==> src/hdl/box_blur_3x3_zero_border_unit_assert.svh <==
// ----------------------------------------------------------------------------
// Box blur unit assertion macros
// Shared concurrent assertion forms, clocked on clock and held off in reset.
// ----------------------------------------------------------------------------
`ifndef BOX_BLUR_3X3_ZERO_BORDER_UNIT_ASSERT_SVH
`define BOX_BLUR_3X3_ZERO_BORDER_UNIT_ASSERT_SVH

// Same-cycle implication.
`define BBZ_ASSERT_SAME(label, ante, cons, msg) \
   label: assert property (@(posedge clock) disable iff (reset) (ante) |-> (cons)) \
      else $error(msg);

// Next-cycle implication.
`define BBZ_ASSERT_NEXT(label, ante, cons, msg) \
   label: assert property (@(posedge clock) disable iff (reset) (ante) |=> (cons)) \
      else $error(msg);

`endif

==> src/hdl/bbz_pkg.sv <==
// ----------------------------------------------------------------------------
// bbz_pkg
// Widths, codes, types and helpers shared by the 3x3 box blur unit.
// ----------------------------------------------------------------------------
package bbz_pkg;

   localparam int MAX_WIDTH  = 1024;
   localparam int MAX_HEIGHT = 1024;

   localparam int DIM_W     = 11;
   localparam int PIX_W     = 8;
   localparam int CMD_W     = 1;
   localparam int CSR_IDX_W = 2;

   localparam int COL_W  = $clog2(MAX_WIDTH);
   localparam int ROW_W  = $clog2(MAX_HEIGHT);
   localparam int PEND_W = $clog2(MAX_WIDTH + 2);

   localparam int WIN_COLS = 3;
   localparam int WIN_N    = WIN_COLS * WIN_COLS;
   localparam int SUM_W    = $clog2(WIN_N * 255 + 1);

   // floor(sum / 9) == (sum * 7282) >> 16 for every sum of nine 8-bit pixels
   localparam int                 RECIP_W     = 13;
   localparam logic [RECIP_W-1:0] RECIP_9     = 13'd7282;
   localparam int                 RECIP_SHIFT = 16;

   localparam int MIN_DIM   = 3;
   localparam int RESET_DIM = 16;

   localparam logic [CMD_W-1:0] CMD_PIXEL = 1'b0;

   localparam logic [CSR_IDX_W-1:0] REG_IMAGE_WIDTH  = 2'd0;
   localparam logic [CSR_IDX_W-1:0] REG_IMAGE_HEIGHT = 2'd1;

   typedef logic [WIN_N-1:0][PIX_W-1:0] bbz_win_type;

   // one request as it enters the pipeline
   typedef struct packed {
      logic             is_pixel;
      logic             emit;
      logic             inner;
      logic             frame_end;
      logic [COL_W-1:0] addr;
      logic [PIX_W-1:0] pix;
   } bbz_item_type;

   function automatic logic [DIM_W-1:0] clamp_dim(input logic [DIM_W-1:0] v,
                                                  input int unsigned  maxv);
      logic [DIM_W-1:0] r;
      r = v;
      if (32'(v) < MIN_DIM) r = DIM_W'(MIN_DIM);
      else if (32'(v) > maxv) r = DIM_W'(maxv);
      return r;
   endfunction

endpackage

==> src/hdl/bbz_mean.sv <==
// ----------------------------------------------------------------------------
// bbz_mean
// Sums the 3x3 window into a register and divides it by nine through a
// reciprocal multiply.
// ----------------------------------------------------------------------------
module bbz_mean import bbz_pkg::*; (
   input  logic             clock,
   input  logic             enable,
   input  bbz_win_type      win,
   output logic [PIX_W-1:0] mean
);

   logic [SUM_W-1:0]         sum_in, sum_ff;
   logic [SUM_W+RECIP_W-1:0] prod;

   always_comb begin
      sum_in = '0;
      for (int k = 0; k < WIN_N; k++) begin
         sum_in = sum_in + SUM_W'(win[k]);
      end
   end

   always_ff @(posedge clock) begin
      if (enable) begin
         sum_ff <= sum_in;
      end
   end

   assign prod = {{RECIP_W{1'b0}}, sum_ff} * {{SUM_W{1'b0}}, RECIP_9};
   assign mean = prod[RECIP_SHIFT +: PIX_W];

endmodule

==> config.mk <==
export PLATFORM = sky130hd
export DESIGN_NAME = bbz_mean
export DESIGN_NICKNAME = d
export VERILOG_FILES = /design/src/hdl/box_blur_3x3_zero_border_unit_assert.svh /design/src/hdl/bbz_pkg.sv /design/src/hdl/bbz_mean.sv
export SDC_FILE = /design/constraint.sdc
export NUM_CORES = 1
export LEC_CHECK = 0
export BUFFER_PORTS_ARGS = -buffer_cell sky130_fd_sc_hd__buf_2
export CORE_UTILIZATION = 43
export CTS_CLUSTER_DIAMETER = 200
export DETAILED_ROUTE_END_ITERATION = 10
export GPL_TIMING_DRIVEN = 0
export PLACE_DENSITY = 0.76
export RECOVER_POWER = 100
export SYNTH_ARGS = -nofsm -noshare
export SYNTH_HDL_FRONTEND = slang
export SYNTH_SLANG_ARGS = --single-unit
==> constraint.sdc <==
create_clock -name clock -period 13.95 [get_ports clock]
set_input_delay 1.395 -clock clock [delete_from_list [all_inputs] [get_ports clock]]
set_output_delay 1.395 -clock clock [all_outputs]
set_load 0.02 [all_outputs]
==> results.yml, run 1 <==
synth:
  synth_top_area_share_pct: 40.1
  synth_warnings: 0
  synth_nets: 633
  async_reset_ff_share_pct: 0
  synth_edf_count: 12
  ys_types: 32
  yosys.area.top_type: "fa_1"
  seq_area_frac_synth_pct: 8.69
  synth_seq_cells: 12
  synthesis.area_mm2: 0.00415
  syn_inst: 396
  synthTopCellsByArea: "fa_1 (40%), ha_1 (24%), inv_1 (11%)"
  syn_avg_cell_area_um2: 10.5
  synthFlopType: "edfxtp_1"
setup_path:
  cp.arrival_ns: 5.09
  cp-end-kind: "primary output"
  crit_path_max_fanout: 4
  path_class: "reg -> out"
  start_kind: "flip-flop"
  cp.required_ns: 12.56
global_route:
  grt_pass1_wl_um: 12400
  grt_pass1_vias: 2940
  grt_start_max_net_pins: 13
  grt_overflow: 0
  antenna_found_initial: 0
  grtUsageTotal_pct: 15.4
worst_hold_path:
  min_delay_path_depth: 3
  holdCritStartpoint: "win[64]"
  hold_path_class: "in -> reg"
  hold_end: "sum_ff[0]"
drt:
  drc_errors: 0
  ant_nets: 0
  drt_iter0_drc: 59
  routed_wl_um: 7080
  drt-wirelength-per-cell_um: 11.6
  vias: 2851
  vias_per_cell: 4.67
  first_pass_iters: 4
die:
  core_mm2: 0.00928
  fp.dieH_um: 100
  die-width_um: 100
  dieArea_mm2: 0.0100
  initial_core_util_pct: 44.6
  num_io_pins: 82
  rows: 35
sta:
  slew_violations: 0
  max_clock_freq_mhz: 154
  tightest_slew_ns: 0.616
  min_period_over_period_pct: 46.5
  tns_ns: 0
  setup_viol: 0
  fin_crit_ns: 6.49
  rsz0062_at_grt: "false"
  holdWs_ns: 1.64
  setup_ws_ns: 7.46
  hold_viol_final: 0
  slew_headroom_pct: 58.9
final_layout:
  postLayoutCellArea_mm2: 0.00473
  diodes: 0
  final_nets: 719
  reg_top3: "sum_ff: 12 flops"
  top_register: "sum_ff"
  syn_to_final_growth_pct: 14.2
  n_fill_cell: 892
  largest_register_ffs: 12
  drive_above_1_share_pct: 17.5
cts:
  cts_hold_buf: 0
  numCtsBuffers: 3
  cts_root_buffer: "clkbuf_8"
  cts_tree: "done"
  post_cts_buffers: 0
  clk_path_buf_depth: 2
  cts.sinks: 12
  path_clk_slew_ns: 0.05
  htree_levels: 1
  cts.repair.resized: 0
outcome:
  status: "complete, no violations"
placement:
  dpl.hpwl_um: 6760
  gp_congestion: 0.850
  dp_slack_ns: 7.82
  portBuffers: 81
  placed_cell_area_mm2: 0.00471
flow_run:
  maxCapViolCount: 0
==> cells in the mapped netlist, drive strengths merged (2+ instances only) <==
master     n
nor2b      2
nand4      4
buf        8
inv      119
a211oi     4
edfxtp    12
nor2      10
xor2       4
o21ai      8
a21boi     3
fa        83
nor3       6
nand2      6
xnor2     15
a2111oi    2
a21o       6
ha        80
nand3      2
a21oi     10
==> final cells by class <==
type | count | area [um^2] | share of cell area (%)
Multi-Input combinational cell | 257 | 3270 | 69.0
Clock inverter | 1 | 3.75 | 0.0793
Sequential cell | 12 | 360 | 7.61
Timing Repair Buffer | 81 | 393 | 8.30
Buffer | 8 | 60.1 | 1.27
Tap cell | 129 | 161 | 3.41
Clock buffer | 3 | 41.3 | 0.872
Inverter | 119 | 447 | 9.43
==> cells by family (layout without fill, tap and decap cells) <==
kind of cell               count (synthesis)  in the layout  synth area share, %
adders and majority gates                163            163                 64.2
AOI/OAI and AO/OA                         40             40                 6.58
DFF                                       12             12                 8.69
buffers and inverters                    127            212                 12.2
and+or+nand+nor                           35             35                 4.26
xor gates and xnor gates                  19             19                 4.01
==> worst max path at each step <==
stage | startpoint | slack [ns] | end | cells past startpoint
finish | sum_ff[7] | 7.46 | mean[7] | 18
floorplan | sum_ff[7] | 8.26 | mean[7] | 16
global placement | sum_ff[7] | 7.87 | mean[7] | 18
detailed placement | sum_ff[7] | 7.82 | mean[7] | 18
CTS | sum_ff[7] | 7.53 | mean[7] | 18
global route | sum_ff[8] | 7.23 | mean[7] | 18
==> metal layers <==
layer  track usage (%)  share of wire [%]  up-vias
met4              1.45               0.40        0
met2              28.6                 55       58
met1              19.4                 41     1384
met3              2.51                3.7        5
met5                 0                  0        -
li1                  -                  -     1404
==> per-stage QoR <==
step / std cells / util, %
floorplan: 396 / -
global placement: 606 / 50.8
finish: 610 / 51.0
global route: 610 / 51.0
detailed placement: 606 / 50.8
CTS: 610 / 51.2
==> worst max-delay path: stages, from the launching register on <==
cell	delay [ns]
edfxtp_1	0.50
fa_1	0.51
ha_1	0.32
inv_1	0.07
fa_1	0.53
inv_1	0.05
fa_1	0.50
inv_1	0.06
fa_1	0.52
inv_1	0.04
ha_1	0.20
nor3_1	0.20
o21ai_0	0.16
o211ai_1	0.16
nand2_1	0.15
a311oi_1	0.37
xnor2_1	0.16
buf_4	0.12
clkbuf_1	0.21
==> cell usage in the layout, fill, tap and decap left out, drive strengths merged <==
cell type	instances
o21bai	1
clkinv	1
or2	1
a211oi	4
or3	1
fa	83
nor3	6
ha	80
xnor2	15
o21a	1
o31ai	1
buf	79
or4b	1
a21o	6
nor4b	1
clkbuf	13
nand3	2
a31oi	1
nor3b	1
a21oi	10
a2111oi	2
edfxtp	12
a21boi	3
o21ai	8
nor2	10
nor2b	2
o221ai	1
nand2	6
a311oi	1
o211ai	1
xor2	4
nand4	4
inv	119
Power of run 1 is not shown: default switching activity piles up to over one toggle a cycle in this logic, so the estimate is an artifact.
==> inputs of run 2 (changes only) <==
--- a/config.mk
+++ b/config.mk
@@ -5,12 +5,13 @@
 export SDC_FILE = /design/constraint.sdc
 export NUM_CORES = 1
 export LEC_CHECK = 0
+export ABC_AREA = 1
 export BUFFER_PORTS_ARGS = -buffer_cell sky130_fd_sc_hd__buf_2
 export CORE_UTILIZATION = 43
 export CTS_CLUSTER_DIAMETER = 200
 export DETAILED_ROUTE_END_ITERATION = 10
 export GPL_TIMING_DRIVEN = 0
-export PLACE_DENSITY = 0.76
+export PLACE_DENSITY = 0.78
 export RECOVER_POWER = 100
 export SYNTH_ARGS = -nofsm -noshare
 export SYNTH_HDL_FRONTEND = slang
==> constraint.sdc (replaced) <==
create_clock -name clock -period 5.56 [get_ports clock]
set_input_delay 0.556 -clock clock [delete_from_list [all_inputs] [get_ports clock]]
set_output_delay 0.556 -clock clock [all_outputs]
set_load 0.02 [all_outputs]
==> results.yml, run 2 <==
outcome:
  status: "complete, no violations"
final_layout:
  final_nets: 810
  diodes: 0
  n_fill_cell: 900
  mostFrequentLayoutCells: "inv_1 (132), fa_1 (83), ha_1 (80)"
  syn_to_final_growth_pct: 14.1
  top_register: "sum_ff"
  reg_top3: "sum_ff: 12 flops"
  drive_above_1_share_pct: 18.2
  largest_register_ffs: 12
  final_common_cell: "inv_1"
cts:
  path_clk_slew_ns: 0.05
  cts_root_buffer: "clkbuf_8"
  cts.sinks: 12
  cts_hold_buf: 0
  htree_levels: 1
  clk_path_buf_depth: 2
  numCtsBuffers: 3
  cts.repair.resized: 0
  cts_tree: "done"
  post_cts_buffers: 0
synth:
  synthesis.area_mm2: 0.00445
  syn_avg_cell_area_um2: 9.17
  synthTopCellsByArea: "fa_1 (37%), ha_1 (23%), inv_1 (11%)"
  async_reset_ff_share_pct: 0
  synth_seq_cells: 12
  synth_edf_count: 12
  syn_inst: 485
  synth_nets: 722
  seq_area_frac_synth_pct: 8.10
  synthFlopType: "edfxtp_1"
  synth_top_area_share_pct: 37.4
  ys_top_cells_by_count: "inv_1 (132), fa_1 (83), ha_1 (80)"
  ys_types: 31
  yosys.area.top_type: "fa_1"
  yosysMostFrequentCell: "inv_1"
  synth_warnings: 0
drt:
  routed_wl_um: 7910
  vias_per_cell: 4.73
  drt_iter0_drc: 132
  vias: 3332
  first_pass_iters: 4
  drc_errors: 0
  drt-wirelength-per-cell_um: 11.2
  ant_nets: 0
die:
  die-width_um: 104
  initial_core_util_pct: 44.9
  dieArea_mm2: 0.0108
  rows: 36
  fp.dieH_um: 104
  core_mm2: 0.00991
  num_io_pins: 82
sta:
  min_period_over_period_pct: 95.4
  slew_headroom_pct: 58.3
  tns_ns: 0
  setup_viol: 0
  slew_violations: 0
  hold_viol_final: 0
  max_clock_freq_mhz: 189
  rsz0062_at_grt: "false"
  tightest_slew_ns: 0.625
  fin_crit_ns: 5.30
  setup_ws_ns: 0.257
setup_path:
  cp.required_ns: 5.00
  cp.arrival_ns: 4.75
  crit_path_max_fanout: 4
  cp-end-kind: "primary output"
  crit_slowest_cell: "fa_1"
  worst_path_largest_cell_delay_ns: 0.54
  path_class: "reg -> out"
  crit_path_cell_trace: "fa_1 > ha_1 > inv_1 > fa_1 > inv_1 > fa_1 > inv_1 > fa_1 > inv_1 > ha_1 > nand2_1 > inv_1 > a21boi_1 > nand2_1 > nand2_1 > nand3_1 > nand2_1 > nand2_1 > buf_4 > buf_2"
  start_kind: "flip-flop"
global_route:
  grt_pass1_vias: 3394
  grt_start_max_net_pins: 13
  grt_overflow: 0
  grt_pass1_wl_um: 13800
  antenna_found_initial: 0
  grtUsageTotal_pct: 15.3
placement:
  dpl.hpwl_um: 7550
  gp_congestion: 0.862
  portBuffers: 81
  dp_slack_ns: 0.478
worst_hold_path:
  min_delay_path_depth: 3
  hold_path_class: "in -> reg"
flow_run:
  maxCapViolCount: 0
-- run 2: changes by cell type in the layout (fill, tap and decap cells not counted), moves of 6 or more --
| cell | previous run | this run |
|---|---|---|
| nor2_1 | 10 | 16 |
| nand3_1 | 2 | 15 |
| nand2_1 | 6 | 64 |
| a21oi_1 | 9 | 23 |
| o21ai_0 | 8 | 1 |
| xnor2_1 | 15 | 2 |
| inv_1 | 119 | 132 |
-- run 2: worst paths after layout --
path                       from   endpoint  slack (ns)
worst max-delay path  sum_ff[8]    mean[7]        0.26
worst min-delay path    win[64]  sum_ff[0]        0.80
-- run 2: routing by layer --
layer / part of all wire, % / wire length (um) / track usage, % / up-vias
li1: - / - / - / 1658
met4: 0.34 / 27 / 1.22 / 0
met2: 53 / 4200 / 29.0 / 72
met3: 3.8 / 301 / 1.70 / 4
met5: 0 / 0 / 0 / -
met1: 43 / 3380 / 19.2 / 1598
-- run 2: cell type report --
| class | count | area [um^2] | area share [%] |
|---|---|---|---|
| Multi-Input combinational cell | 329 | 3520 | 69.3 |
| Inverter | 136 | 510 | 10.1 |
| Timing Repair Buffer | 83 | 414 | 8.16 |
| Sequential cell | 12 | 360 | 7.10 |
| Tap cell | 133 | 166 | 3.28 |
| Buffer | 8 | 60.1 | 1.18 |
| Clock buffer | 3 | 41.3 | 0.814 |
| Clock inverter | 1 | 3.75 | 0.0740 |
-- run 2: cell families after synthesis --
family | Yosys count | synth area share [%]
AO/OA/AOI/OAI | 42 | 5.66
adder cells (fa/ha/maj) | 163 | 59.9
buffers and inverters | 144 | 12.8
XOR/XNOR | 11 | 2.17
flip-flops | 12 | 8.10
AND/OR/NAND/NOR | 113 | 11.4
-- run 2: per-stage QoR --
stage	utilization (%)	instances	area, um^2	hold slack (ns)
after CTS	51.1	703	5060	0.703
final	51.2	705	5070	0.799
after global routing	51.2	705	5070	0.809
after floorplan	-	485	4450	0.668
after global placement	50.6	699	5020	0.945
after detailed placement	50.6	699	5020	0.950
-- run 2: worst max-delay path: cells and delay by family, from the launching register on --
kind | cells | cell delay (ns)
adder cells (fa/ha/maj) | 6 | 2.75
buffers and inverters | 7 | 0.55
AND/OR/NAND/NOR | 6 | 0.51
flip-flops | 1 | 0.50
AO/OA/AOI/OAI | 1 | 0.19
Power of run 2 is left out for the same reason.
==> inputs of run 3 (changes only) <==
--- a/config.mk
+++ b/config.mk
@@ -10,7 +10,6 @@
 export CORE_UTILIZATION = 43
 export CTS_CLUSTER_DIAMETER = 200
 export DETAILED_ROUTE_END_ITERATION = 10
-export GPL_TIMING_DRIVEN = 0
 export PLACE_DENSITY = 0.78
 export RECOVER_POWER = 100
 export SYNTH_ARGS = -nofsm -noshare
==> results.yml, run 3 (synthesis gave the netlist of run 2 again) <==
outcome:
  status: "complete, no violations"
setup_path:
  cp_top_family: "adder cells"
  cp.required_ns: 5.00
  path_buf_inv: 6
  crit_path_max_fanout: 4
  worst_path_largest_cell_delay_ns: 0.52
  cp.arrival_ns: 4.59
  path_class: "reg -> out"
  crit_path_cell_trace: "fa_1 > ha_1 > inv_1 > fa_1 > inv_1 > fa_1 > inv_1 > fa_1 > inv_1 > ha_1 > nand2_1 > inv_1 > a21boi_0 > nand2_1 > nand2_1 > nand3_1 > nand2_1 > nand2_1 > buf_2"
  crit_slowest_cell: "fa_1"
  start_kind: "flip-flop"
  cp-end-kind: "primary output"
global_route:
  grt_overflow: 0
  grt_pass1_wl_um: 14400
  grtUsageTotal_pct: 16.1
  grt_util_met2_pct: 32.0
  met3_usage_pct: 1.95
  top_usage_layer: "met2"
  antenna_found_initial: 0
  use_met1_pct: 19.0
  grt_start_max_net_pins: 13
  grt_pass1_vias: 3453
die:
  dieArea_mm2: 0.0108
  fp.dieH_um: 104
  initial_core_util_pct: 44.9
  core_mm2: 0.00991
  num_io_pins: 82
  rows: 36
  die-width_um: 104
sta:
  setup_viol: 0
  hold_viol_final: 0
  min_period_over_period_pct: 92.5
  rsz0062_at_grt: "false"
  slew_violations: 0
  slew_headroom_pct: 56.8
  fin_crit_ns: 5.14
  tns_ns: 0
  tightest_slew_ns: 0.648
  max_clock_freq_mhz: 194
final_layout:
  drive_above_1_share_pct: 16.5
  mostFrequentLayoutCells: "inv_1 (132), fa_1 (83), ha_1 (80)"
  reg_top3: "sum_ff: 12 flops"
  top_register: "sum_ff"
  final_common_cell: "inv_1"
  syn_to_final_growth_pct: 12.4
  final_nets: 800
  diodes: 0
  largest_register_ffs: 12
cts:
  htree_levels: 1
  post_cts_buffers: 0
  cts_hold_buf: 0
  numCtsBuffers: 3
  cts.repair.resized: 0
  cts_root_buffer: "clkbuf_8"
  path_clk_slew_ns: 0.05
  clk_path_buf_depth: 2
  cts.sinks: 12
  cts_tree: "done"
drt:
  first_pass_iters: 6
  routed_wl_um: 8260
  ant_nets: 0
  drt_iter0_drc: 107
  vias_per_cell: 4.72
  vias: 3282
  drt-wirelength-per-cell_um: 11.9
  drc_errors: 0
placement:
  portBuffers: 81
  dpl.hpwl_um: 7900
  gp_congestion: 0.891
worst_hold_path:
  hold_path_class: "in -> reg"
flow_run:
  maxCapViolCount: 0
## run 3: area by class of cell
cell class	count	area, um^2
inverters	136	510
multi-input cells	329	3520
fillers	940	4910
clock inverters	1	3.75
clock buffers	3	41.3
well taps	133	166
flip-flops and latches	12	360
repair buffers	81	398
## run 3: final timing paths
path / start / to / slack, ns / depth (start not counted)
worst max-delay path: sum_ff[7] / mean[7] / 0.42 / 19
worst min-delay path: win[64] / sum_ff[0] / 0.80 / 3
## run 3: stage by stage
stage | worst slack [ns] | hold WS, ns | util (%) | cells | instance area [um^2]
after floorplan | 0.944 | 0.668 | - | 485 | 4450
after global placement | 0.823 | 0.950 | 50.0 | 691 | 4960
after detailed placement | 0.759 | 0.961 | 50.0 | 691 | 4960
after CTS | 0.481 | 0.710 | 50.5 | 695 | 5000
after global routing | 0.127 | 0.809 | 50.4 | 695 | 5000
final | 0.416 | 0.795 | 50.4 | 695 | 5000
## run 3: routing by layer
metal / up-vias / wire, um
li1: 1641 / -
met1: 1565 / 3440
met2: 71 / 4490
met3: 5 / 307
met4: 0 / 31
met5: - / 0
Power of run 3 is left out for the same reason.
