==> config.mk <==
export PLATFORM = sky130hd
export DESIGN_NAME = bbz_seq
export DESIGN_NICKNAME = d
export VERILOG_FILES = /design/src/hdl/box_blur_3x3_zero_border_unit_assert.svh /design/src/hdl/bbz_pkg.sv /design/src/hdl/bbz_seq.sv
export SDC_FILE = /design/constraint.sdc
export NUM_CORES = 1
export LEC_CHECK = 0
export BUFFER_PORTS_ARGS = -buffer_cell sky130_fd_sc_hd__buf_2
export CAP_MARGIN = 25
export CORE_MARGIN = 2
export CORE_UTILIZATION = 60
export DETAILED_ROUTE_END_ITERATION = 8
export PLACE_DENSITY = 0.81
export SYNTH_ARGS = -nofsm -noshare
export SYNTH_HDL_FRONTEND = slang
export SYNTH_SLANG_ARGS = --single-unit
==> constraint.sdc <==
create_clock -name clock -period 3.8 [get_ports clock]
set_input_delay 1.14 -clock clock [delete_from_list [all_inputs] [get_ports clock]]
set_output_delay 1.14 -clock clock [all_outputs]
set_load 0.005 [all_outputs]
==> src/hdl/box_blur_3x3_zero_border_unit_assert.svh <==
// ----------------------------------------------------------------------------
// Box blur unit assertion macros
// Shared concurrent assertion forms, clocked on clock and held off in reset.
// ----------------------------------------------------------------------------
`ifndef BOX_BLUR_3X3_ZERO_BORDER_UNIT_ASSERT_SVH
`define BOX_BLUR_3X3_ZERO_BORDER_UNIT_ASSERT_SVH

// Same-cycle implication.
`define BBZ_ASSERT_SAME(label, ante, cons, msg) \
   label: assert property (@(posedge clock) disable iff (reset) (ante) |-> (cons)) \
      else $error(msg);

// Next-cycle implication.
`define BBZ_ASSERT_NEXT(label, ante, cons, msg) \
   label: assert property (@(posedge clock) disable iff (reset) (ante) |=> (cons)) \
      else $error(msg);

`endif

==> src/hdl/bbz_pkg.sv <==
// ----------------------------------------------------------------------------
// bbz_pkg
// Widths, codes, types and helpers shared by the 3x3 box blur unit.
// ----------------------------------------------------------------------------
package bbz_pkg;

   localparam int MAX_WIDTH  = 1024;
   localparam int MAX_HEIGHT = 1024;

   localparam int DIM_W     = 11;
   localparam int PIX_W     = 8;
   localparam int CMD_W     = 1;
   localparam int CSR_IDX_W = 2;

   localparam int COL_W  = $clog2(MAX_WIDTH);
   localparam int ROW_W  = $clog2(MAX_HEIGHT);
   localparam int PEND_W = $clog2(MAX_WIDTH + 2);

   localparam int WIN_COLS = 3;
   localparam int WIN_N    = WIN_COLS * WIN_COLS;
   localparam int SUM_W    = $clog2(WIN_N * 255 + 1);

   // floor(sum / 9) == (sum * 7282) >> 16 for every sum of nine 8-bit pixels
   localparam int                 RECIP_W     = 13;
   localparam logic [RECIP_W-1:0] RECIP_9     = 13'd7282;
   localparam int                 RECIP_SHIFT = 16;

   localparam int MIN_DIM   = 3;
   localparam int RESET_DIM = 16;

   localparam logic [CMD_W-1:0] CMD_PIXEL = 1'b0;

   localparam logic [CSR_IDX_W-1:0] REG_IMAGE_WIDTH  = 2'd0;
   localparam logic [CSR_IDX_W-1:0] REG_IMAGE_HEIGHT = 2'd1;

   typedef logic [WIN_N-1:0][PIX_W-1:0] bbz_win_type;

   // one request as it enters the pipeline
   typedef struct packed {
      logic             is_pixel;
      logic             emit;
      logic             inner;
      logic             frame_end;
      logic [COL_W-1:0] addr;
      logic [PIX_W-1:0] pix;
   } bbz_item_type;

   function automatic logic [DIM_W-1:0] clamp_dim(input logic [DIM_W-1:0] v,
                                                  input int unsigned  maxv);
      logic [DIM_W-1:0] r;
      r = v;
      if (32'(v) < MIN_DIM) r = DIM_W'(MIN_DIM);
      else if (32'(v) > maxv) r = DIM_W'(maxv);
      return r;
   endfunction

endpackage

==> src/hdl/bbz_seq.sv <==
// ----------------------------------------------------------------------------
// bbz_seq
// Image size registers, raster position counters and the owed-output count.
// Decides per request whether it yields a result and where that result lies.
// ----------------------------------------------------------------------------
module bbz_seq import bbz_pkg::*; (
   input  logic                 clock,
   input  logic                 reset,
   input  logic                 csr_we,
   input  logic [CSR_IDX_W-1:0] csr_index,
   input  logic [DIM_W-1:0]     csr_wdata,
   input  logic                 req_accept,
   input  logic [CMD_W-1:0]     req_cmd,
   input  logic [PIX_W-1:0]     req_pixel,
   output bbz_item_type         item
);

   logic [DIM_W-1:0]  w_ff;
   logic [COL_W-1:0]  wm1_ff;
   logic [ROW_W-1:0]  hm1_ff;
   logic [COL_W-1:0]  col_ff, col_in;
   logic [ROW_W-1:0]  row_ff, row_in;
   logic [PEND_W-1:0] pend_ff, pend_in;
   logic [COL_W-1:0]  ocol_ff, ocol_in;
   logic [ROW_W-1:0]  orow_ff, orow_in;

   logic [DIM_W-1:0] w_clamp, h_clamp;
   logic             wr_width, wr_height;
   logic             is_pixel, emit;
   logic             col_last, row_last, ocol_last, orow_last;

   assign w_clamp = clamp_dim(csr_wdata, MAX_WIDTH);
   assign h_clamp = clamp_dim(csr_wdata, MAX_HEIGHT);

   always_comb begin
      wr_width  = 1'b0;
      wr_height = 1'b0;
      unique case (csr_index)
         REG_IMAGE_WIDTH:  wr_width  = csr_we;
         REG_IMAGE_HEIGHT: wr_height = csr_we;
         default: ;
      endcase
   end

   assign is_pixel  = (req_cmd == CMD_PIXEL);
   assign col_last  = (col_ff == wm1_ff);
   assign row_last  = (row_ff == hm1_ff);
   assign ocol_last = (ocol_ff == wm1_ff);
   assign orow_last = (orow_ff == hm1_ff);

   // a pixel emits once one row plus one pixel is owed; a flush only at frame start
   assign emit = is_pixel ? (pend_ff > PEND_W'(w_ff))
                          : ((pend_ff != '0) && (col_ff == '0) && (row_ff == '0));

   assign item.is_pixel  = is_pixel;
   assign item.emit      = emit;
   assign item.inner     = is_pixel && (ocol_ff != '0) && !ocol_last &&
                           (orow_ff != '0) && !orow_last;
   assign item.frame_end = ocol_last && orow_last;
   assign item.addr      = col_ff;
   assign item.pix       = req_pixel;

   always_comb begin
      col_in  = col_ff;
      row_in  = row_ff;
      pend_in = pend_ff;
      ocol_in = ocol_ff;
      orow_in = orow_ff;
      if (is_pixel) begin
         col_in = col_last ? '0 : col_ff + 1'b1;
         if (col_last) begin
            row_in = row_last ? '0 : row_ff + 1'b1;
         end
         if (!emit) begin
            pend_in = pend_ff + 1'b1;
         end
      end else if (emit) begin
         pend_in = pend_ff - 1'b1;
      end
      if (emit) begin
         ocol_in = ocol_last ? '0 : ocol_ff + 1'b1;
         if (ocol_last) begin
            orow_in = orow_last ? '0 : orow_ff + 1'b1;
         end
      end
   end

   always_ff @(posedge clock) begin
      if (reset) begin
         w_ff    <= DIM_W'(RESET_DIM);
         wm1_ff  <= COL_W'(RESET_DIM - 1);
         hm1_ff  <= ROW_W'(RESET_DIM - 1);
         col_ff  <= '0;
         row_ff  <= '0;
         pend_ff <= '0;
         ocol_ff <= '0;
         orow_ff <= '0;
      end else begin
         if (wr_width) begin
            w_ff   <= w_clamp;
            wm1_ff <= COL_W'(w_clamp - 1'b1);
         end
         if (wr_height) begin
            hm1_ff <= ROW_W'(h_clamp - 1'b1);
         end
         // a size write starts a new frame and drops owed outputs
         if (wr_width || wr_height) begin
            col_ff  <= '0;
            row_ff  <= '0;
            pend_ff <= '0;
            ocol_ff <= '0;
            orow_ff <= '0;
         end else if (req_accept) begin
            col_ff  <= col_in;
            row_ff  <= row_in;
            pend_ff <= pend_in;
            ocol_ff <= ocol_in;
            orow_ff <= orow_in;
         end
      end
   end

endmodule

==> results.sh, run 1 <==
export IMPL_cp_top_family="simple AND/OR/NAND/NOR gates"
export IMPL_dieArea_mm2=0.009010
export IMPL_rr_endpoint="ocol_ff[1]"
export IMPL_yosysTopAreaCell="dfxtp_1"
export IMPL_reg2reg_slack_ps=860
export IMPL_reg2reg_depth=8
export IMPL_clk_insertion_delay_late_ps=350
export IMPL_finalInstanceArea_mm2=0.005308
export IMPL_start_kind="flip-flop"
export IMPL_gp_congestion=0.9670
export IMPL_cts_root_buf="clkbuf_8"
export IMPL_worst_slack_ps=240.0
export IMPL_port_buffer_count=31
export IMPL_busiest_layer="met2"
export IMPL_finalSetupViolCount=0
export IMPL_synth_cell_type_count=54
export IMPL_wirelength_um=11960
export IMPL_crit_chain="ha_1 > a21oi_1 > nor2b_1 > nor3_1 > and2_1 > nor3_1 > or2_2 > buf_2"
export IMPL_seq_area_frac_synth_pct=33.10
export IMPL_dp_hpwl_um=8945
export IMPL_hold_path_class="reg2reg"
export IMPL_ys_ff_latch=82
export IMPL_overflow=0
export IMPL_timing_rr_start="pend_ff[9]"
export IMPL_grt_pass1_vias=4081
export IMPL_slew_headroom_pct=50.65
export IMPL_max_stage_delay_ps=440
export IMPL_firstDrtPassIters=5
export IMPL_synthTopCellsByArea="dfxtp_1 33%, xnor2_1 8.1%, ha_1 7.3%"
export IMPL_clock_sinks=82
export IMPL_track_usage_pct=27.45
export IMPL_ctsHoldBuffers=0
export IMPL_netlist_area_mm2=0.004960
export IMPL_slew_viol_final=0
export IMPL_gr_usage_met1_pct=37.25
export IMPL_rsz0062_at_grt="false"
export IMPL_p_per_area_mw_per_mm2=395.0
export IMPL_cts_resized=0
export IMPL_antenna_found_initial=0
export IMPL_cp_slowest_cell="dfxtp_1"
export IMPL_cts_tree="yes"
export IMPL_crit_fanout=4
export IMPL_die_w_um=94.92
export IMPL_crit_arrival_ps=2420
export IMPL_required_ps=2660
export IMPL_worst_slew_pin_slew_ps=740.2
export IMPL_maxCapViolations=0
export IMPL_max_vdd_ir_drop_mv=0.1999
export IMPL_worst_path_most_repeated_cell="nor3_1"
export IMPL_post_place_ws_ps=408.8
export IMPL_period_needed_ps=3560
export IMPL_die_h_um=94.92
export IMPL_vias=4448
export IMPL_synth_ff_type="dfxtp_1"
export IMPL_endpoint_kind="output pin"
export IMPL_clkTransAtPathRegs_ps=80
export IMPL_syn_area_per_cell_um2=8.091
export IMPL_crit_type="reg2out"
export IMPL_clockBufferDepth=2
export IMPL_core_area_mm2=0.008134
export IMPL_antennaDiodeCount=0
export IMPL_grt_pass1_wl_um=19430
export IMPL_finalSetupTns_ps=0
export IMPL_numCtsBuffers=9
export IMPL_yosysWarnings=0
export IMPL_worstHoldStart="w_ff[2]"
export IMPL_netlist_instances=613
export IMPL_hold_depth=2
export IMPL_grtUsageMet3_pct=6.065
export IMPL_post_drt_wl_per_cell_um=16.24
export IMPL_p_leak_uw=0.002027
export IMPL_area_delta_synth_final_pct=7.013
export IMPL_vias_per_cell=6.043
export IMPL_yosysTopAreaCellShare_pct=33.10
export IMPL_synth_edf_count=0
export IMPL_cts_max_level=3
export IMPL_hold_end="w_ff[2]"
export IMPL_critPathBufInv=1
export IMPL_placed_cell_area_mm2=0.005127
export IMPL_nets=685
export IMPL_hold_viol=0
export IMPL_start_util_pct=60.98
export IMPL_clock_skew_ps=8.872
export IMPL_cts_setup_buffers=0
export IMPL_fmax_mhz=280.9
export IMPL_grt_max_degree=36
export IMPL_antenna_left=0
export IMPL_drc=0
export IMPL_use_met2_pct=42.91
export IMPL_drive_gt1_share_pct=9.826
export IMPL_timing_final_crit_share_pct=93.68
export IMPL_synth_net_count=669
export IMPL_io_pins=48
export IMPL_rows=33
export IMPL_async_flop_share_pct=0
export IMPL_drt_iter0_drc=440
export IMPL_status="completed"
tightest hold or removal path, stage by stage, from the launching register on:
cell,delay [ps]
dfxtp_1,320
nand2_1,50
a21oi_1,50
final cells by class:
cell class                      count  area [um2]
Tap cell                          105       131.4
Clock buffer                       10       137.6
Fill cell                         667        2826
Timing Repair Buffer               38       207.7
Multi-Input combinational cell    469        3038
Inverter                           29       108.9
Clock inverter                      3       42.54
Sequential cell                    82        1642
synth_stat cells (4+ instances only):
library cell	number
a211oi_1	9
a21oi_1	50
and3_1	16
buf_4	10
clkbuf_1	20
dfxtp_1	82
ha_1	29
inv_1	28
nand2_1	41
nand2b_1	5
nand3_1	26
nand3b_1	4
nand4_1	14
nor2_1	66
nor2b_1	7
nor3_1	13
nor4_1	15
o2111ai_1	7
o21ai_0	25
o21ai_1	9
or2_2	4
or3_1	6
xnor2_1	46
xor2_1	29
layer usage:
| layer | part of all wire, % | vias to the layer above |
|---|---|---|
| li1 | - | 2181 |
| met1 | 45 | 2073 |
| met2 | 45 | 162 |
| met3 | 6.9 | 32 |
| met4 | 2.5 | 0 |
| met5 | 0 | - |
registers in the layout, summed over array words and instances (netlist names):
signal and flops:
ocol_ff 10, hm1_ff 10, wm1_ff 10, col_ff 10
pend_ff 11, row_ff 10, w_ff 11, orow_ff 10
where the power goes:
group	switching (uW)	leakage, uW	internal (uW)
Combinational	306	0.00127	223
Clock	299	0.0000901	310
Sequential	59.8	0.000664	898
how the worst max path moves through the flow:
stage,slack (ps),depth (start not counted),from,to
final,240,8,pend_ff[9],item[20]
after CTS,320,8,pend_ff[9],item[20]
after detailed placement,410,8,csr_wdata[3],hm1_ff[2]
after floorplan,800,8,csr_wdata[3],wm1_ff[2]
after global placement,550,8,csr_wdata[3],hm1_ff[2]
after global routing,210,8,pend_ff[7],item[20]
metrics by stage:
stage / util, % / power [uW] / hold WS [ps] / std cells
2_1_floorplan: - / 1361 / 431.9 / 613
3_3_place_gp: 63.04 / 1469 / 444.4 / 723
3_5_place_dp: 63.04 / 1490 / 448.2 / 723
4_1_cts: 65.25 / 2094 / 459.7 / 736
5_1_grt: 65.25 / 2200 / 486.0 / 736
6_report: 65.25 / 2096 / 460.8 / 736
placed cells by master, fill, tap and decap left out, drive strengths merged, types with 4 or more instances in the layout:
cell,Yosys,routed
nand2b,5,5
nand4,14,14
buf,13,38
nor2b,7,7
clkbuf,20,10
nor4,16,16
o2111ai,7,7
nor2,66,66
a211oi,9,9
dfxtp,82,82
or2,6,6
a21oi,50,50
inv,28,28
nand2,41,41
nand3,26,26
and2,6,6
or3,6,6
nand3b,4,4
xnor2,46,46
xor2,29,29
ha,29,29
o21ai,35,35
and3,16,16
nor3,14,14
cell families (layout without fill, tap and decap cells):
| family | after synthesis | after routing | synth area share, % |
|---|---|---|---|
| xor gates and xnor gates | 75 | 75 | 13.24 |
| adders and majority gates | 30 | 30 | 7.720 |
| AOI/OAI and AO/OA | 125 | 125 | 15.19 |
| and+or+nand+nor | 236 | 236 | 24.50 |
| muxes | 3 | 3 | 0.6055 |
| buffers and inverters | 62 | 80 | 5.651 |
| DFF | 82 | 82 | 33.10 |
No activity file was read; power rests on OpenSTA's default activity.
==> inputs of run 2 (changes only) <==
==> constraint.sdc (replaced) <==
create_clock -name clock -period 3.8 [get_ports clock]
set_input_delay 0.95 -clock clock [delete_from_list [all_inputs] [get_ports clock]]
set_output_delay 0.95 -clock clock [all_outputs]
set_load 0.005 [all_outputs]
==> results.sh, run 2 (synthesis results as in run 1) <==
export IMPL_status="completed"
export IMPL_ctsHoldBuffers=0
export IMPL_wirelength_um=12030
export IMPL_grt_pass1_wl_um=19690
export IMPL_placed_cell_area_mm2=0.005112
export IMPL_vias_per_cell=5.988
export IMPL_antenna_found_initial=0
export IMPL_hold_depth=2
export IMPL_final_common_cell="dfxtp_1"
export IMPL_clk_insertion_delay_late_ps=360
export IMPL_clock_skew_ps=10.84
export IMPL_reg2reg_depth=9
export IMPL_grt_pass1_vias=4089
export IMPL_crit_type="reg2out"
export IMPL_antennaDiodeCount=0
export IMPL_hold_viol=0
export IMPL_max_vdd_ir_drop_mv=0.3071
export IMPL_post_drt_wl_per_cell_um=16.32
export IMPL_dieArea_mm2=0.009010
export IMPL_cts_setup_buffers=0
export IMPL_num_fill_cells=686
export IMPL_clock_sinks=82
export IMPL_worst_slew_pin_slew_ps=816.7
export IMPL_core_area_mm2=0.008134
export IMPL_timing_final_crit_share_pct=86.66
export IMPL_drive_gt1_share_pct=9.968
export IMPL_crit_arrival_ps=2340
export IMPL_finalSetupTns_ps=0
export IMPL_vias=4413
export IMPL_die_h_um=94.92
export IMPL_p_total_uw=2227
export IMPL_gp_congestion=0.9314
export IMPL_crit_fanout=4
export IMPL_antenna_left=0
export IMPL_hold_path_class="reg2reg"
export IMPL_cts_root_buf="clkbuf_8"
export IMPL_endpoint_kind="output pin"
export IMPL_rsz0062_at_grt="false"
export IMPL_cts_max_level=3
export IMPL_cts_tree="yes"
export IMPL_pwr_share_clk_pct=33.4
export IMPL_reg_top3="pend_ff: 11 flops, w_ff: 11 flops"
export IMPL_required_ps=2850
export IMPL_drt_iter0_drc=273
export IMPL_overflow=0
export IMPL_combPwrFrac_pct=23.6
export IMPL_nets=683
export IMPL_firstDrtPassIters=5
export IMPL_finalInstanceArea_mm2=0.005349
export IMPL_start_kind="flip-flop"
export IMPL_seqPwrFrac_pct=43.0
export IMPL_io_pins=48
export IMPL_drc=0
export IMPL_cts_resized=0
export IMPL_slew_viol_final=0
export IMPL_rows=33
export IMPL_p_int_uw=1528
export IMPL_switching_power_uw=698.7
export IMPL_numCtsBuffers=9
export IMPL_p_sw_share_pct=31.38
export IMPL_die_w_um=94.92
export IMPL_clockBufferDepth=2
export IMPL_finalSetupViolCount=0
export IMPL_grt_max_degree=36
export IMPL_maxCapViolations=0
export IMPL_start_util_pct=60.98
export IMPL_p_leak_uw=0.002043
export IMPL_clkTransAtPathRegs_ps=80
export IMPL_most_common_layout_cells="82 x dfxtp_1, 66 x nor2_1, 50 x a21oi_1"
export IMPL_dp_hpwl_um=8978
export IMPL_p_per_area_mw_per_mm2=416.3
export IMPL_area_delta_synth_final_pct=7.846
export IMPL_port_buffer_count=31
export IMPL_track_usage_pct=28.13
export IMPL_period_needed_ps=3293
export IMPL_fmax_mhz=303.7
export IMPL_slew_headroom_pct=45.19
run 2: changes by cell type in the layout (fill, tap and decap cells not counted), sizes merged:
| cell | delta |
|---|---|
| buf | -2 |
| inv | +1 |
| bufinv | +1 |
| clkbuf | +1 |
run 2: worst paths after layout:
check | slack (ps) | endpoint | start
max | 510 | item[20] | pend_ff[2]
min | 460 | w_ff[2] | w_ff[2]
max reg2reg | 780 | ocol_ff[1] | pend_ff[7]
min reg2reg | 460 | w_ff[2] | w_ff[2]
run 2: final cells by class:
cell class	count	area [um2]	area share, %
Clock buffer	11	151.4	2.830
Clock inverter	5	85.08	1.591
Inverter	29	108.9	2.035
Multi-Input combinational cell	469	3038	56.80
Sequential cell	82	1642	30.69
Tap cell	105	131.4	2.456
Timing Repair Buffer	36	192.7	3.602
run 2: per-stage QoR:
stage | worst slack (ps) | std cells | hold WS, ps | utilization, %
after floorplan | 989.0 | 613 | 431.9 | -
after global placement | 648.5 | 721 | 445.3 | 62.85
after detailed placement | 573.5 | 721 | 453.4 | 62.85
after CTS | 525.0 | 737 | 463.9 | 65.76
after global routing | 382.3 | 737 | 492.7 | 65.76
final | 507.0 | 737 | 460.1 | 65.76
run 2: critical path, cell delays in order (launching register included):
cell	delay, ps
dfxtp_1	420
ha_1	290
a21oi_1	170
a211oi_1	100
nor3_1	280
and2_1	220
nor3_1	60
or2_2	330
buf_2	130
run 2: per-layer routing:
| layer | track usage, % | part of all wire (%) | up-vias |
|---|---|---|---|
| li1 | - | - | 2185 |
| met1 | 36.86 | 45 | 2066 |
| met2 | 45.27 | 46 | 135 |
| met3 | 5.666 | 6.7 | 27 |
| met4 | 11.47 | 2.5 | 0 |
| met5 | 0 | 0 | - |
run 2: power groups by stage:
stage | Sequential, uW | Clock (uW) | Combinational (uW)
after floorplan | 953 | 0 | 409
after global placement | 974 | 0 | 492
after detailed placement | 975 | 0 | 513
after CTS | 955 | 747 | 518
after global routing | 962 | 787 | 581
final | 958 | 743 | 525
==> inputs of run 3 (changes only) <==
Settings changed: ABC_AREA from default to 1, CORE_UTILIZATION 60 to 65, PLACE_DENSITY 0.81 to 0.86.
Clock period 3.8 ns to 4 ns, I/O delays scaled along.
==> results.sh, run 3 <==
export IMPL_status="completed"
export IMPL_hold_path_class="reg2reg"
export IMPL_synthMuxAreaShare_pct=0
export IMPL_synth_edf_count=0
export IMPL_finalSetupTns_ps=0
export IMPL_final_common_cell="nand2_1"
export IMPL_synth_simple_area_share_pct=32.29
export IMPL_fin_util_pct=72.24
export IMPL_cts_max_level=3
export IMPL_clock_sinks=82
export IMPL_max_vdd_ir_drop_mv=0.2276
export IMPL_finalSetupViolCount=0
export IMPL_endpoint_kind="output pin"
export IMPL_synth_top_family_by_area="simple AND/OR/NAND/NOR gates"
export IMPL_cp_top_family="simple AND/OR/NAND/NOR gates"
export IMPL_crit_arrival_ps=2140
export IMPL_ctsHoldBuffers=0
export IMPL_crit_cells=7
export IMPL_post_drt_wl_per_cell_um=15.22
export IMPL_num_fill_cells=704
export IMPL_p_per_area_mw_per_mm2=372.8
export IMPL_fmax_mhz=318.5
export IMPL_grtUsageMet3_pct=4.913
export IMPL_area_delta_synth_final_pct=6.691
export IMPL_synth_xor_area_share_pct=7.675
export IMPL_synth_fa_ha_area_share_pct=6.847
export IMPL_busiest_layer="met2"
export IMPL_most_common_layout_cells="172 x nand2_1, 103 x inv_1, 85 x nor2_1"
export IMPL_core_area_mm2=0.008258
export IMPL_grt_pass1_wl_um=24700
export IMPL_dieArea_mm2=0.009361
export IMPL_drc=0
export IMPL_rows=33
export IMPL_clockBufferDepth=2
export IMPL_crit_chain="inv_2 > or2_2 > nand3_1 > nor3_4 > buf_4 > nor4_1 > buf_2"
export IMPL_p_leak_uw=0.002646
export IMPL_die_h_um=96.75
export IMPL_cts_setup_buffers=0
export IMPL_synthTopCellsByArea="dfxtp_1 29%, nand2_1 12%, a21oi_1 7.5%"
export IMPL_drive_gt1_share_pct=8.382
export IMPL_die_w_um=96.75
export IMPL_worst_slew_pin_slew_ps=879.5
export IMPL_period_needed_ps=3140
export IMPL_netlist_instances=840
export IMPL_crit_fanout=18
export IMPL_cts_root_buf="clkbuf_8"
export IMPL_cp_slowest_cell="dfxtp_1"
export IMPL_clkTransAtPathRegs_ps=90
export IMPL_antenna_found_initial=0
export IMPL_ys_ff_latch=82
export IMPL_syn_area_per_cell_um2=6.657
export IMPL_use_met2_pct=51.23
export IMPL_track_usage_pct=31.77
export IMPL_overflow=0
export IMPL_gr_usage_met1_pct=42.09
export IMPL_reg2reg_depth=13
export IMPL_port_buffer_count=31
export IMPL_async_flop_share_pct=0
export IMPL_numCtsBuffers=9
export IMPL_critPathBufInv=3
export IMPL_gp_congestion=1.049
export IMPL_dp_hpwl_um=11090
export IMPL_synth_net_count=896
export IMPL_start_util_pct=67.71
export IMPL_antennaDiodeCount=0
export IMPL_vias=5749
export IMPL_io_pins=48
export IMPL_rsz0062_at_grt="false"
export IMPL_cts_resized=0
export IMPL_yosysTopAreaCellShare_pct=29.36
export IMPL_yosysWarnings=0
export IMPL_required_ps=3000
export IMPL_slew_viol_final=0
export IMPL_clock_skew_ps=11.19
export IMPL_start_kind="flip-flop"
export IMPL_synth_cell_type_count=39
export IMPL_vias_per_cell=5.964
export IMPL_synth_most_common_cell="nand2_1"
export IMPL_synth_common_cells="172 x nand2_1, 103 x inv_1, 85 x nor2_1, 84 x a21oi_1, 82 x dfxtp_1"
export IMPL_max_stage_delay_ps=480
export IMPL_netlist_area_mm2=0.005592
export IMPL_firstDrtPassIters=8
export IMPL_drt_iter0_drc=519
export IMPL_nets=910
export IMPL_reg_top3="pend_ff: 11 flops, w_ff: 11 flops"
export IMPL_slew_headroom_pct=40.91
export IMPL_antenna_left=0
export IMPL_crit_type="reg2out"
export IMPL_timing_final_crit_share_pct=78.49
export IMPL_hold_depth=2
export IMPL_grt_pass1_vias=5346
export IMPL_wirelength_um=14670
export IMPL_clk_insertion_delay_late_ps=370
export IMPL_seq_area_frac_synth_pct=29.36
export IMPL_maxCapViolations=0
export IMPL_synth_compound_area_share_pct=12.69
export IMPL_hold_viol=0
export IMPL_cts_tree="yes"
export IMPL_synth_ff_type="dfxtp_1"
export IMPL_grt_max_degree=30
export IMPL_reg2reg_slack_ps=1470
export IMPL_yosysTopAreaCell="dfxtp_1"
[run 3: path summary, 6_finish.rpt]
check | start | endpoint
max | ocol_ff[2] | item[19]
min | orow_ff[7] | orow_ff[7]
max reg2reg | w_ff[10] | pend_ff[10]
min reg2reg | orow_ff[7] | orow_ff[7]
[run 3: cells by family (layout without fill, tap and decap cells)]
logic type / Yosys count / after routing
XOR/XNOR: 49 / 49
buffers and inverters: 144 / 163
AND/OR/NAND/NOR: 401 / 401
AO/OA/AOI/OAI: 134 / 134
flip-flops: 82 / 82
adder cells (fa/ha/maj): 30 / 30
[run 3: area by class of cell]
cell class,count,area (um2),area share [%]
multi-input combinational,614,3327,55.77
sequential,82,1642,27.52
inverter,110,412.9,6.921
timing repair buffer,37,200.2,3.356
clock buffer,12,155.1,2.601
tap,105,131.4,2.202
clock inverter,4,97.59,1.636
[run 3: metrics by stage]
| step | instances | hold WS, ps | worst slack [ps] | area (um2) | power [uW] |
|---|---|---|---|---|---|
| after global placement | 948 | 484.2 | 1080 | 5713 | 1441 |
| after detailed placement | 948 | 492.7 | 971.5 | 5713 | 1464 |
| after global routing | 964 | 529.7 | 760.0 | 5966 | 2338 |
| after floorplan | 840 | 463.6 | 1278 | 5592 | 1334 |
| final | 964 | 501.3 | 860.4 | 5966 | 2224 |
| after CTS | 964 | 504.3 | 899.2 | 5966 | 2215 |
[run 3: report_power, final]
group | internal [uW] | switching [uW] | leakage, uW | total, uW
clock network | 449 | 313 | 0.000123 | 762
logic | 193 | 356 | 0.00186 | 548
registers | 859 | 54.2 | 0.000667 | 914
total | 1500 | 723 | 0.00265 | 2220
[run 3: tightest hold or removal path, delay by kind of cell, from the launching register on]
family,cells,cell delay (ps)
DFF,1,340
AOI/OAI and AO/OA,1,50
and+or+nand+nor,1,70
[run 3: per-layer routing]
metal  share of wire, %  up-vias
met4                3.3        0
met5                  0        -
li1                   -     2774
met2                 45      321
met3                9.4       56
met1                 42     2598
